[src/sv/tsam_pkg.sv]
// shared types and constants for the topological sort block
`timescale 1ns / 1ps

package tsam_pkg;

  // field widths fixed by the interface
  localparam int ROW_W      = 8;
  localparam int CFG_W      = 4;
  localparam int NODE_IDX_W = 3;
  // widest graph the row and index fields can describe
  localparam int MAX_LANES  = 8;
  // node count after reset
  localparam logic [CFG_W-1:0] NODES_RST = 4'd8;

  // input transaction
  typedef struct packed {
    logic [ROW_W-1:0] row_bits;
    logic             last_row;
  } in_t;

  // result transaction
  typedef struct packed {
    logic [NODE_IDX_W-1:0] node_index;
    logic                  cycle_error;
    logic                  last_result;
  } out_t;

  // controller to datapath commands
  typedef struct packed {
    logic load;       // accept one row
    logic cfg_we;     // write node count
    logic step;       // one sort step
    logic step_last;  // this step gives the final result
  } cmd_t;

  // datapath to controller status
  typedef struct packed {
    logic             found;  // some node is ready to go out
    logic [CFG_W-1:0] n_eff;  // clamped node count
  } stat_t;

endpackage

[src/sv/tsam_dp.sv]
// datapath: adjacency rows, in-degree counters, chosen marks and result register
`timescale 1ns / 1ps

module tsam_dp #(
  parameter int ROWS = 8
) (
  input  logic            clk,
  input  logic            rst_n,
  input  tsam_pkg::cmd_t  cmd,
  input  tsam_pkg::in_t   in_data,
  input  logic [tsam_pkg::CFG_W-1:0] cfg_data,
  output tsam_pkg::stat_t stat,
  output tsam_pkg::out_t  out_data
);

  localparam int IDX_W = $clog2(ROWS);

  logic [tsam_pkg::CFG_W-1:0] nodes_r;
  logic [tsam_pkg::CFG_W-1:0] cnt_r, cnt_nxt;
  logic [tsam_pkg::CFG_W-1:0] n_eff;
  logic [ROWS-1:0]            adj_r [ROWS];
  logic [ROWS-1:0]            adj_nxt [ROWS];
  logic [3:0]                 deg_r [ROWS];
  logic [3:0]                 deg_nxt [ROWS];
  logic [ROWS-1:0]            chosen_r, chosen_nxt;
  logic [ROWS-1:0]            col_en;
  logic [ROWS-1:0]            cand;
  logic [IDX_W-1:0]           pick;
  logic                       found;
  logic [ROWS-1:0]            pick_row;
  logic                       load_clear;
  logic                       row_take;
  tsam_pkg::out_t             out_r;

  // clamp the node count into 1..ROWS
  always_comb begin
    priority if (nodes_r == '0) begin
      n_eff = tsam_pkg::CFG_W'(1);
    end else if (nodes_r > tsam_pkg::CFG_W'(ROWS)) begin
      n_eff = tsam_pkg::CFG_W'(ROWS);
    end else begin
      n_eff = nodes_r;
    end
  end

  // columns in use, ready nodes and lowest-numbered pick
  always_comb begin
    pick = '0;
    for (int j = 0; j < ROWS; j++) begin
      col_en[j] = tsam_pkg::CFG_W'(j) < n_eff;
      cand[j]   = col_en[j] && !chosen_r[j] && (deg_r[j] == 4'd0);
    end
    for (int j = ROWS - 1; j >= 0; j--) begin
      if (cand[j]) begin
        pick = IDX_W'(j);
      end
    end
    found    = |cand;
    pick_row = adj_r[pick];
  end

  assign load_clear = cmd.load && (cnt_r == '0);
  // rows past the node count are dropped
  assign row_take   = cnt_r < n_eff;

  // next state of the stores
  always_comb begin
    cnt_nxt    = cnt_r;
    chosen_nxt = chosen_r;
    adj_nxt    = adj_r;
    deg_nxt    = deg_r;
    if (cmd.load) begin
      // a new load clears the stores, then the row adds its edges
      for (int j = 0; j < ROWS; j++) begin
        deg_nxt[j]    = (load_clear ? 4'd0 : deg_r[j])
                        + 4'(in_data.row_bits[j] & col_en[j] & row_take);
        chosen_nxt[j] = load_clear ? 1'b0 : chosen_r[j];
        if (load_clear) begin
          adj_nxt[j] = '0;
        end
      end
      if (row_take) begin
        adj_nxt[cnt_r[IDX_W-1:0]] = in_data.row_bits[ROWS-1:0] & col_en;
        cnt_nxt = cnt_r + tsam_pkg::CFG_W'(1);
      end
      if (in_data.last_row) begin
        cnt_nxt = '0;
      end
    end else if (cmd.step && found) begin
      // retire the picked node and release its successors
      chosen_nxt[pick] = 1'b1;
      adj_nxt[pick]    = '0;
      for (int j = 0; j < ROWS; j++) begin
        if (pick_row[j] && col_en[j] && (deg_r[j] != 4'd0)) begin
          deg_nxt[j] = deg_r[j] - 4'd1;
        end
      end
    end
  end

  // control state and counters
  always_ff @(posedge clk) begin
    if (!rst_n) begin
      nodes_r  <= tsam_pkg::NODES_RST;
      cnt_r    <= '0;
      chosen_r <= '0;
      for (int j = 0; j < ROWS; j++) begin
        deg_r[j] <= 4'd0;
      end
    end else begin
      if (cmd.cfg_we) begin
        nodes_r <= cfg_data;
      end
      cnt_r    <= cnt_nxt;
      chosen_r <= chosen_nxt;
      deg_r    <= deg_nxt;
    end
  end

  // row store and result payload
  always_ff @(posedge clk) begin
    adj_r <= adj_nxt;
    if (cmd.step) begin
      if (found) begin
        out_r.node_index  <= tsam_pkg::NODE_IDX_W'(pick);
        out_r.cycle_error <= 1'b0;
        out_r.last_result <= cmd.step_last;
      end else begin
        out_r.node_index  <= '0;
        out_r.cycle_error <= 1'b1;
        out_r.last_result <= 1'b1;
      end
    end
  end

  assign stat.found = found;
  assign stat.n_eff = n_eff;
  assign out_data   = out_r;

endmodule

[src/sv/tsam_ctrl.sv]
// controller: load and sort sequencing, step counter and result strobe
`timescale 1ns / 1ps

module tsam_ctrl (
  input  logic            clk,
  input  logic            rst_n,
  input  logic            start,
  input  logic            row_last,
  input  logic            cfg_valid,
  input  tsam_pkg::stat_t stat,
  output tsam_pkg::cmd_t  cmd,
  output logic            busy,
  output logic            cfg_ready,
  output logic            out_valid
);

  typedef enum logic {
    ST_IDLE,
    ST_SORT
  } state_t;

  state_t     state_r;
  logic [2:0] step_r;
  logic       out_valid_r;

  assign busy      = (state_r == ST_SORT);
  assign cfg_ready = !busy;
  assign out_valid = out_valid_r;

  // commands to the datapath
  always_comb begin
    cmd.load      = start && !busy;
    cmd.cfg_we    = cfg_valid && !busy;
    cmd.step      = busy;
    cmd.step_last = !stat.found
                    || ({1'b0, step_r} == (stat.n_eff - tsam_pkg::CFG_W'(1)));
  end

  // state, step count and result strobe
  always_ff @(posedge clk) begin
    if (!rst_n) begin
      state_r     <= ST_IDLE;
      step_r      <= '0;
      out_valid_r <= 1'b0;
    end else begin
      out_valid_r <= cmd.step;
      unique case (state_r)
        ST_IDLE: begin
          step_r <= '0;
          if (cmd.load && row_last) begin
            state_r <= ST_SORT;
          end
        end
        ST_SORT: begin
          if (cmd.step_last) begin
            state_r <= ST_IDLE;
            step_r  <= '0;
          end else begin
            step_r <= step_r + 3'd1;
          end
        end
        default: begin
          state_r <= ST_IDLE;
        end
      endcase
    end
  end

endmodule

[src/sv/topological_sort_adjacency_matrix.sv]
// top level of the adjacency-matrix topological sort
`timescale 1ns / 1ps

// Loads a directed graph one adjacency row per input transaction and emits
// its nodes in topological order, lowest-numbered ready node first.
// Input: a transaction is taken on a rising edge with start high and busy
//   low; rows are taken back to back, one per cycle, while busy is low.
//   The row marked last_row starts the sort and raises busy.
// Sort: one node per cycle from a priority pick over the in-degree
//   counters; taking the last row sets the sort state, and each result is
//   then registered into out_data; busy stays high until the final result
//   (at most the node count of results). A cycle in the graph ends the
//   sort with one error result.
// Output: each result is on out_data for one cycle with out_valid high;
//   the receiver cannot stall, so nothing is ever held back.
// Config: cfg_data sets the node count, written when cfg_valid and
//   cfg_ready are high; cfg_ready is low while the sort runs.
// Reset: counters and marks clear, the node count returns to eight, and
//   the block is ready as soon as reset is released.
module topological_sort_adjacency_matrix #(
  parameter int NODES = 8
) (
  input  logic                       clk,
  input  logic                       rst_n,
  input  logic                       start,
  output logic                       busy,
  input  tsam_pkg::in_t              in_data,
  output logic                       out_valid,
  output tsam_pkg::out_t             out_data,
  input  logic                       cfg_valid,
  output logic                       cfg_ready,
  input  logic [tsam_pkg::CFG_W-1:0] cfg_data
);

  localparam int LANES = (NODES < tsam_pkg::MAX_LANES) ? NODES : tsam_pkg::MAX_LANES;

  tsam_pkg::cmd_t  cmd;
  tsam_pkg::stat_t stat;

  // sequencing
  tsam_ctrl u_ctrl (
    .clk       (clk),
    .rst_n     (rst_n),
    .start     (start),
    .row_last  (in_data.last_row),
    .cfg_valid (cfg_valid),
    .stat      (stat),
    .cmd       (cmd),
    .busy      (busy),
    .cfg_ready (cfg_ready),
    .out_valid (out_valid)
  );

  // graph stores and result register
  tsam_dp #(
    .ROWS (LANES)
  ) u_dp (
    .clk      (clk),
    .rst_n    (rst_n),
    .cmd      (cmd),
    .in_data  (in_data),
    .cfg_data (cfg_data),
    .stat     (stat),
    .out_data (out_data)
  );

`ifndef SYNTHESIS
  // an error result is always the final one and carries node zero
  a_err_last : assert property (@(posedge clk) disable iff (!rst_n)
    out_valid && out_data.cycle_error |->
      out_data.last_result && (out_data.node_index == '0))
    else $error("error result not marked last");

  // every result comes from a sort cycle
  a_res_from_sort : assert property (@(posedge clk) disable iff (!rst_n)
    out_valid |-> $past(busy))
    else $error("result without a sort cycle");

  // the sort only starts on an accepted last row
  a_sort_start : assert property (@(posedge clk) disable iff (!rst_n)
    $rose(busy) |-> $past(start) && $past(in_data.last_row))
    else $error("sort started without a last row");

  // the final result releases the block
  a_last_idle : assert property (@(posedge clk) disable iff (!rst_n)
    out_valid && out_data.last_result |-> !busy)
    else $error("still busy after final result");
`endif

endmodule
[config.mk]
export PLATFORM = sky130hd
export DESIGN_NAME = topological_sort_adjacency_matrix
export DESIGN_NICKNAME = d
export VERILOG_FILES = /design/src/sv/tsam_pkg.sv /design/src/sv/tsam_dp.sv /design/src/sv/tsam_ctrl.sv /design/src/sv/topological_sort_adjacency_matrix.sv
export SDC_FILE = /design/constraint.sdc
export NUM_CORES = 1
export LEC_CHECK = 0
export BUFFER_PORTS_ARGS = -buffer_cell sky130_fd_sc_hd__buf_2
export CAP_MARGIN = 5
export CORE_MARGIN = 2
export CORE_UTILIZATION = 60
export DETAILED_ROUTE_END_ITERATION = 8
export GPL_ROUTABILITY_DRIVEN = 0
export GPL_TIMING_DRIVEN = 0
export HOLD_SLACK_MARGIN = 0.08
export PLACE_DENSITY = 0.81
export SYNTH_ARGS = -nofsm -noshare
export SYNTH_HDL_FRONTEND = slang
export SYNTH_HIERARCHICAL = 1
export SYNTH_SLANG_ARGS = --single-unit
[constraint.sdc]
create_clock -name clk -period 4.8 [get_ports clk]
set_input_delay 0.24 -clock clk [delete_from_list [all_inputs] [get_ports clk]]
set_output_delay 0.24 -clock clk [all_outputs]
set_load 0.005 [all_outputs]
# After elaboration in Yosys (flattened, before gate mapping)
# Cells that the tools add are included.
# totals
reg_bits	122
input_bits	17
wordCells	243
# op_classes
n_addsub	19
magnitude_cmp	16
eq_ne	2
muxes	68
bitwise	23
n_reduce_logical	90
# op_table
cell	n
$mux 64	3
$mux 8	22
$mux 4	20
$and 64x64->64	1
$bwmux 64	1
$mux 32	2
$not 64->64	1
$demux 8 s3	2
$logic_and 1x1->1	40
$logic_not 4->1	10
$sub 4x1->4 const B	9
$add 4x4->4	8
$and 4x1->4	8
$reduce_bool 4->1	8
$mux 3	9
$bmux 8 s3	1
$reduce_and 2->1	10
$reduce_bool 2->1	10
$lt 3x4->1 const A	4
$logic_not 1->1	10
$and 1x1->1	8
$and 8x8->8	1
$ge 4x4->1 const B	2
$lt 1x4->1 const A	2
20 further kinds	26

# Depth between registers and ports, before layout
# depth
ltp_word	23
mapped_depth	17
ltp_nobuf	15

# Hierarchy
# The synthesis kept the hierarchy.
# by_module_without_submodules
mod	instances	cells_per_inst	area_per_inst_um2
tsam_dp	1	873	7726.2
tsam_ctrl	1	33	309.0

# Worst setup path after synthesis
# OpenSTA, ideal clock, no wires.
# synth_path
path_kind	reg-to-reg
from	register u_dp/nodes_r[1] (netlist bit)
to	register u_dp/adj_r[0] (netlist bit), enable pin
arrival_ps	2925
setup_slack_ps	1200
path_stages_with_launch	9
synth_period_minus_slack_ps	3600
path_cell_list	dfxtp_1 > or3_1 > clkbuf_1 > a21oi_1 > buf_2 > nand2_2 > buf_4 > o21ai_1 > nand2_1
# synth_between
elab_chain_len	9
elab_cells_between_ends	31
classes_between	9 x order compare; 2 x mux; 20 x reduce/logical
# synth_rtl
item	line_no	text
start, declared	tsam_dp.sv:18	logic [tsam_pkg::CFG_W-1:0] nodes_r;
start signal, assigned	tsam_dp.sv:104	nodes_r <= tsam_pkg::NODES_RST;
start signal, assigned	tsam_dp.sv:112	nodes_r <= cfg_data;
$gt 4x4->1	tsam_dp.sv:39	end else if (nodes_r > tsam_pkg::CFG_W'(ROWS)) begin
$mux 4	tsam_dp.sv:39	
$mux 4 *	tsam_dp.sv:37	priority if (nodes_r == '0) begin
$lt 1x4->1 (tied with other cells)	tsam_dp.sv:50	col_en[j] = tsam_pkg::CFG_W'(j) < n_eff;
$logic_and 1x1->1 (2 in series)	tsam_dp.sv:51	cand[j] = col_en[j] && !chosen_r[j] && (deg_r[j] == 4'd0);
$reduce_or 8->1 *	tsam_dp.sv:58	found = |cand;
$logic_and 1x1->1 *	tsam_dp.sv:89	end else if (cmd.step && found) begin
$reduce_bool 2->1 (no line) *	-	
end signal, assigned	tsam_dp.sv:122	adj_r <= adj_nxt;
end, declared	tsam_dp.sv:21	logic [ROWS-1:0] adj_r [ROWS];
# Mark *: on every way between the ends. The rest lies on a longest branch, timed or not.
# A chain may end at the register's enable or synchronous reset.

# Worst setup path after layout
# layout_path
from	register u_dp/nodes_r[3] (netlist bit)
to	register u_dp/deg_r[14] (netlist bit)
# layout_between
elab_chain_len	22
elab_cells_between_ends	52
classes_between	1 x add/sub; 10 x order compare; 14 x mux; 3 x bitwise; 24 x reduce/logical
# layout_rtl
item	line_no	text
$gt 4x4->1	tsam_dp.sv:39	
$mux 4	tsam_dp.sv:39	
$mux 4 *	tsam_dp.sv:37	
$lt 3x4->1	tsam_dp.sv:50	
$logic_and 1x1->1 (2 in series)	tsam_dp.sv:51	
$mux 3 (8 in series)	tsam_dp.sv:54	if (cand[j]) begin
$not 3->4 (implied by the code)	tsam_dp.sv:59	pick_row = adj_r[pick];
$bmux 8 s3	tsam_dp.sv:59	
$mux 8 (implied by the code) (2 in series)	tsam_dp.sv:59	
$logic_and 1x1->1 (2 in series)	tsam_dp.sv:94	if (pick_row[j] && col_en[j] && (deg_r[j] != 4'd0)) begin
$reduce_bool 2->1 (no line)	-	
$reduce_and 2->1 (no line)	-	
end signal, assigned	tsam_dp.sv:116	deg_r <= deg_nxt;
end, declared	tsam_dp.sv:23	logic [3:0] deg_r [ROWS];
# Mark *: on every way between the ends. The rest lies on a longest branch, timed or not. The select of a mux whose other input is x is not followed.

==> results.toml <==
[synthesis]
yosysMostFrequentCell = "nor2_1"
async_flop_share = 0
synth_edf_count = 67
synthDistinctLibCells = 87
synthFlopType = "edfxtp_1"
synth_area_per_cell_um2 = 8.869
synth_cells = 906
synth_commonest_cells = "nor2_1, nand2_1, a21oi_1"
yosys.area.top_type_share = 0.2504
synth_top_area_cell = "edfxtp_1"
yosys_warnings = 6
syn_nets = 962
ys_seq_area_frac = 0.3824
ys_ff_latch = 120
synth_area_leaders = "edfxtp_1, dfxtp_1, ha_1, a21oi_1, nor2_1"
syn_area_um2 = 8035

[final_layout]
drive_gt1_frac = 0.1128
nNetsFinal = 1009
antenna_cells = 0
area_growth_pct = 12.38

[setup_path]
reg2regPathDepth = 17
crit_required_ns = 5.14
startpoint = "u_dp/nodes_r[3]$_SDFFE_PN1P_"
cp-start-kind = "flip-flop"
r2r-end = "u_dp/deg_r[14]$_SDFFE_PN0P_"
critPathKind = "flip-flop to flip-flop"
crit_path_end_kind = "flip-flop"
r2r-start = "u_dp/nodes_r[3]$_SDFFE_PN1P_"
crit_fanout = 10
worstPathArrival_ns = 4.44
reg2reg_setup_slack_ns = 0.70

[clock_network]
clock-sinks = 120
cts_max_level = 4
post_cts_buffers = 0
cts_tree = "built"
cts_root_buf = "clkbuf_16"
clk_latency_ns = 0.43
cts.reportedPaths.clkPinSlew_ns = 0.06
clock_path_buffers = 2
cts_buffers = 17

[grt]
grt_max_degree = 42
grt_pass1_wl_um = 41230
grt_use_total = 0.3780
grt_pass1_vias = 7433
grt_antenna_before_repair = 0
grt_overflow_total = 0

[sta]
skew_ns = 0.01456
worstMarginPinSlew_ns = 1.153
slew_viol_final = 0
rsz0062_at_grt = "no"
setup_viol = 0
hold_viol = 0
fmax_mhz = 243.9
min_period_ns = 4.099
fin_crit_sh = 0.8541
worst_slack_ns = 0.7005
fin_tns_setup_ns = 0
slew_headroom = 0.2249

[placed_design]
hpwl_um = 18440
place_ws_ns = 0.8148
port_buffers = 23

[route]
drt_first_pass_iters = 6
finalWirelength_um = 26700
drcViolationCount = 0
detail-route-antenna-nets = 0
drtIter0Drc = 1340
wl_per_cell_um = 23.38
num_vias = 7985
vias_per_cell = 6.992

[pwr]
p_leak_nw = 3.360
p_per_area_nw_per_um2 = 521.4
vdd_drop_max_mv = 0.2857

[floorplan]
initial_core_util = 0.6116
io_pins = 25
core_region_area_um2 = 13140
row_count = 42
dieWidth_um = 119.7
die_y_um = 119.7
die_area_um2 = 14330

[hold_path]
whs_path_depth = 2
hold_path_end = "u_ctrl/out_valid$_SDFF_PN0_"
hold_path_class = "input port to flip-flop"
hp-start = "rst_n"

[flow_run]
cap_violations = 0

[status]
status = "complete, no violations"
[critical path, stage by stage, from the launching register on]
cell	delay [ns]
dfxtp_1	0.30
buf_2	0.20
inv_1	0.29
nand2_1	0.15
ha_1	0.31
o31a_1	0.13
o21ai_1	0.06
a21boi_1	0.54
or2_1	0.18
clkbuf_1	0.41
nor2_1	0.17
ha_1	0.26
ha_1	0.23
nor2_1	0.11
a21oi_1	0.07
and2_1	0.19
a221o_1	0.29
a31oi_1	0.14
[cells in the final DEF, fill, tap and decap left out, drive strengths merged, types with 9 or more instances in the layout]
master / Yosys / final
a211oi: 18 / 18
a21oi: 75 / 75
a22o: 32 / 32
a22oi: 19 / 19
a2bb2oi: 10 / 10
a31oi: 15 / 15
and2: 9 / 9
buf: 18 / 42
clkbuf: 45 / 66
dfxtp: 53 / 53
edfxtp: 67 / 67
ha: 39 / 39
inv: 37 / 37
nand2: 77 / 77
nand3: 37 / 37
nor2: 83 / 83
nor3: 23 / 23
nor4: 13 / 13
o211ai: 9 / 9
o21ai: 52 / 52
o22ai: 18 / 18
xnor2: 18 / 18
[area by class of cell]
type	count	area [um^2]
fillers	1046	4108
multi-input cells	686	4546
inverters	37	138.9
clock inverters	11	156.4
well taps	176	220.2
clock buffers	21	440.4
repair buffers	28	175.2
plain buffers	63	280.3
flip-flops and latches	120	3073
[sequential cells by signal, summed over array words and instances, names as in the netlist]
signal and flops:
u_dp/chosen_r 8, u_ctrl/out_valid 1, u_ctrl/step_r 3, u_dp/nodes_r 4, u_ctrl/busy 1, u_dp/deg_r 32, u_dp/cnt_r 4, u_dp/out_data 5
u_dp/adj_r 62
[report_power, final]
group | switching (W) | total [W] | internal (W)
Sequential | 0.000234 | 0.00164 | 0.00140
Clock | 0.000459 | 0.00132 | 0.000860
Combinational | 0.00113 | 0.00175 | 0.000629
Total | 0.00182 | 0.00471 | 0.00289
[metal layers]
metal | global-route usage | vias up | routed length (um)
met2 | 0.5782 | 670 | 11650
met3 | 0.1107 | 132 | 3597
li1 | - | 3525 | -
met5 | 0 | - | 0
met1 | 0.4847 | 3658 | 9918
met4 | 0.1985 | 0 | 1540
[logic make-up (layout without fill, tap and decap cells)]
group | Yosys count | count (layout) | synth area share
compound gates | 313 | 313 | 0.2736
buf+inv | 100 | 160 | 0.05216
fa+ha+maj | 39 | 39 | 0.06073
flops | 120 | 120 | 0.3824
simple gates | 301 | 301 | 0.1904
xor+xnor | 22 | 22 | 0.02585
mux | 11 | 11 | 0.01479
[repair_timing]
item / in CTS / in global routing
hold buffers: 4 / 0
resized for setup: 0 / 0
endpoints found under the setup margin: 0 / 0
hold endpoints to repair: 4 / 0
[worst max-delay path by stage]
| stage | endpoint | slack [ns] | cells after the start |
|---|---|---|---|
| finish | u_dp/deg_r[14]$_SDFFE_PN0P_ | 0.70 | 17 |
| global route | u_dp/deg_r[14]$_SDFFE_PN0P_ | 0.47 | 17 |
| CTS | u_dp/deg_r[14]$_SDFFE_PN0P_ | 0.78 | 17 |
| detailed placement | u_dp/deg_r[14]$_SDFFE_PN0P_ | 0.81 | 17 |
| global placement | u_dp/adj_r[26]$_DFFE_PP_ | 0.02 | 8 |
| floorplan | u_dp/adj_r[0]$_DFFE_PP_ | 1.20 | 8 |
[per-stage QoR]
stage / total power (W) / hold WS (ns) / utilization / instances / instance area, um^2
after global placement: 0.003249 / 0.4386 / 0.6371 / 1105 / 8371
final: 0.004708 / 0.1510 / 0.6873 / 1142 / 9030
after CTS: 0.004620 / 0.1414 / 0.6873 / 1142 / 9030
after floorplan: 0.002770 / 0.3704 / - / 906 / 8035
after global routing: 0.004893 / 0.1712 / 0.6873 / 1142 / 9030
after detailed placement: 0.003292 / 0.4647 / 0.6389 / 1106 / 8393
Note: power is estimated with default switching activity, not from simulation.
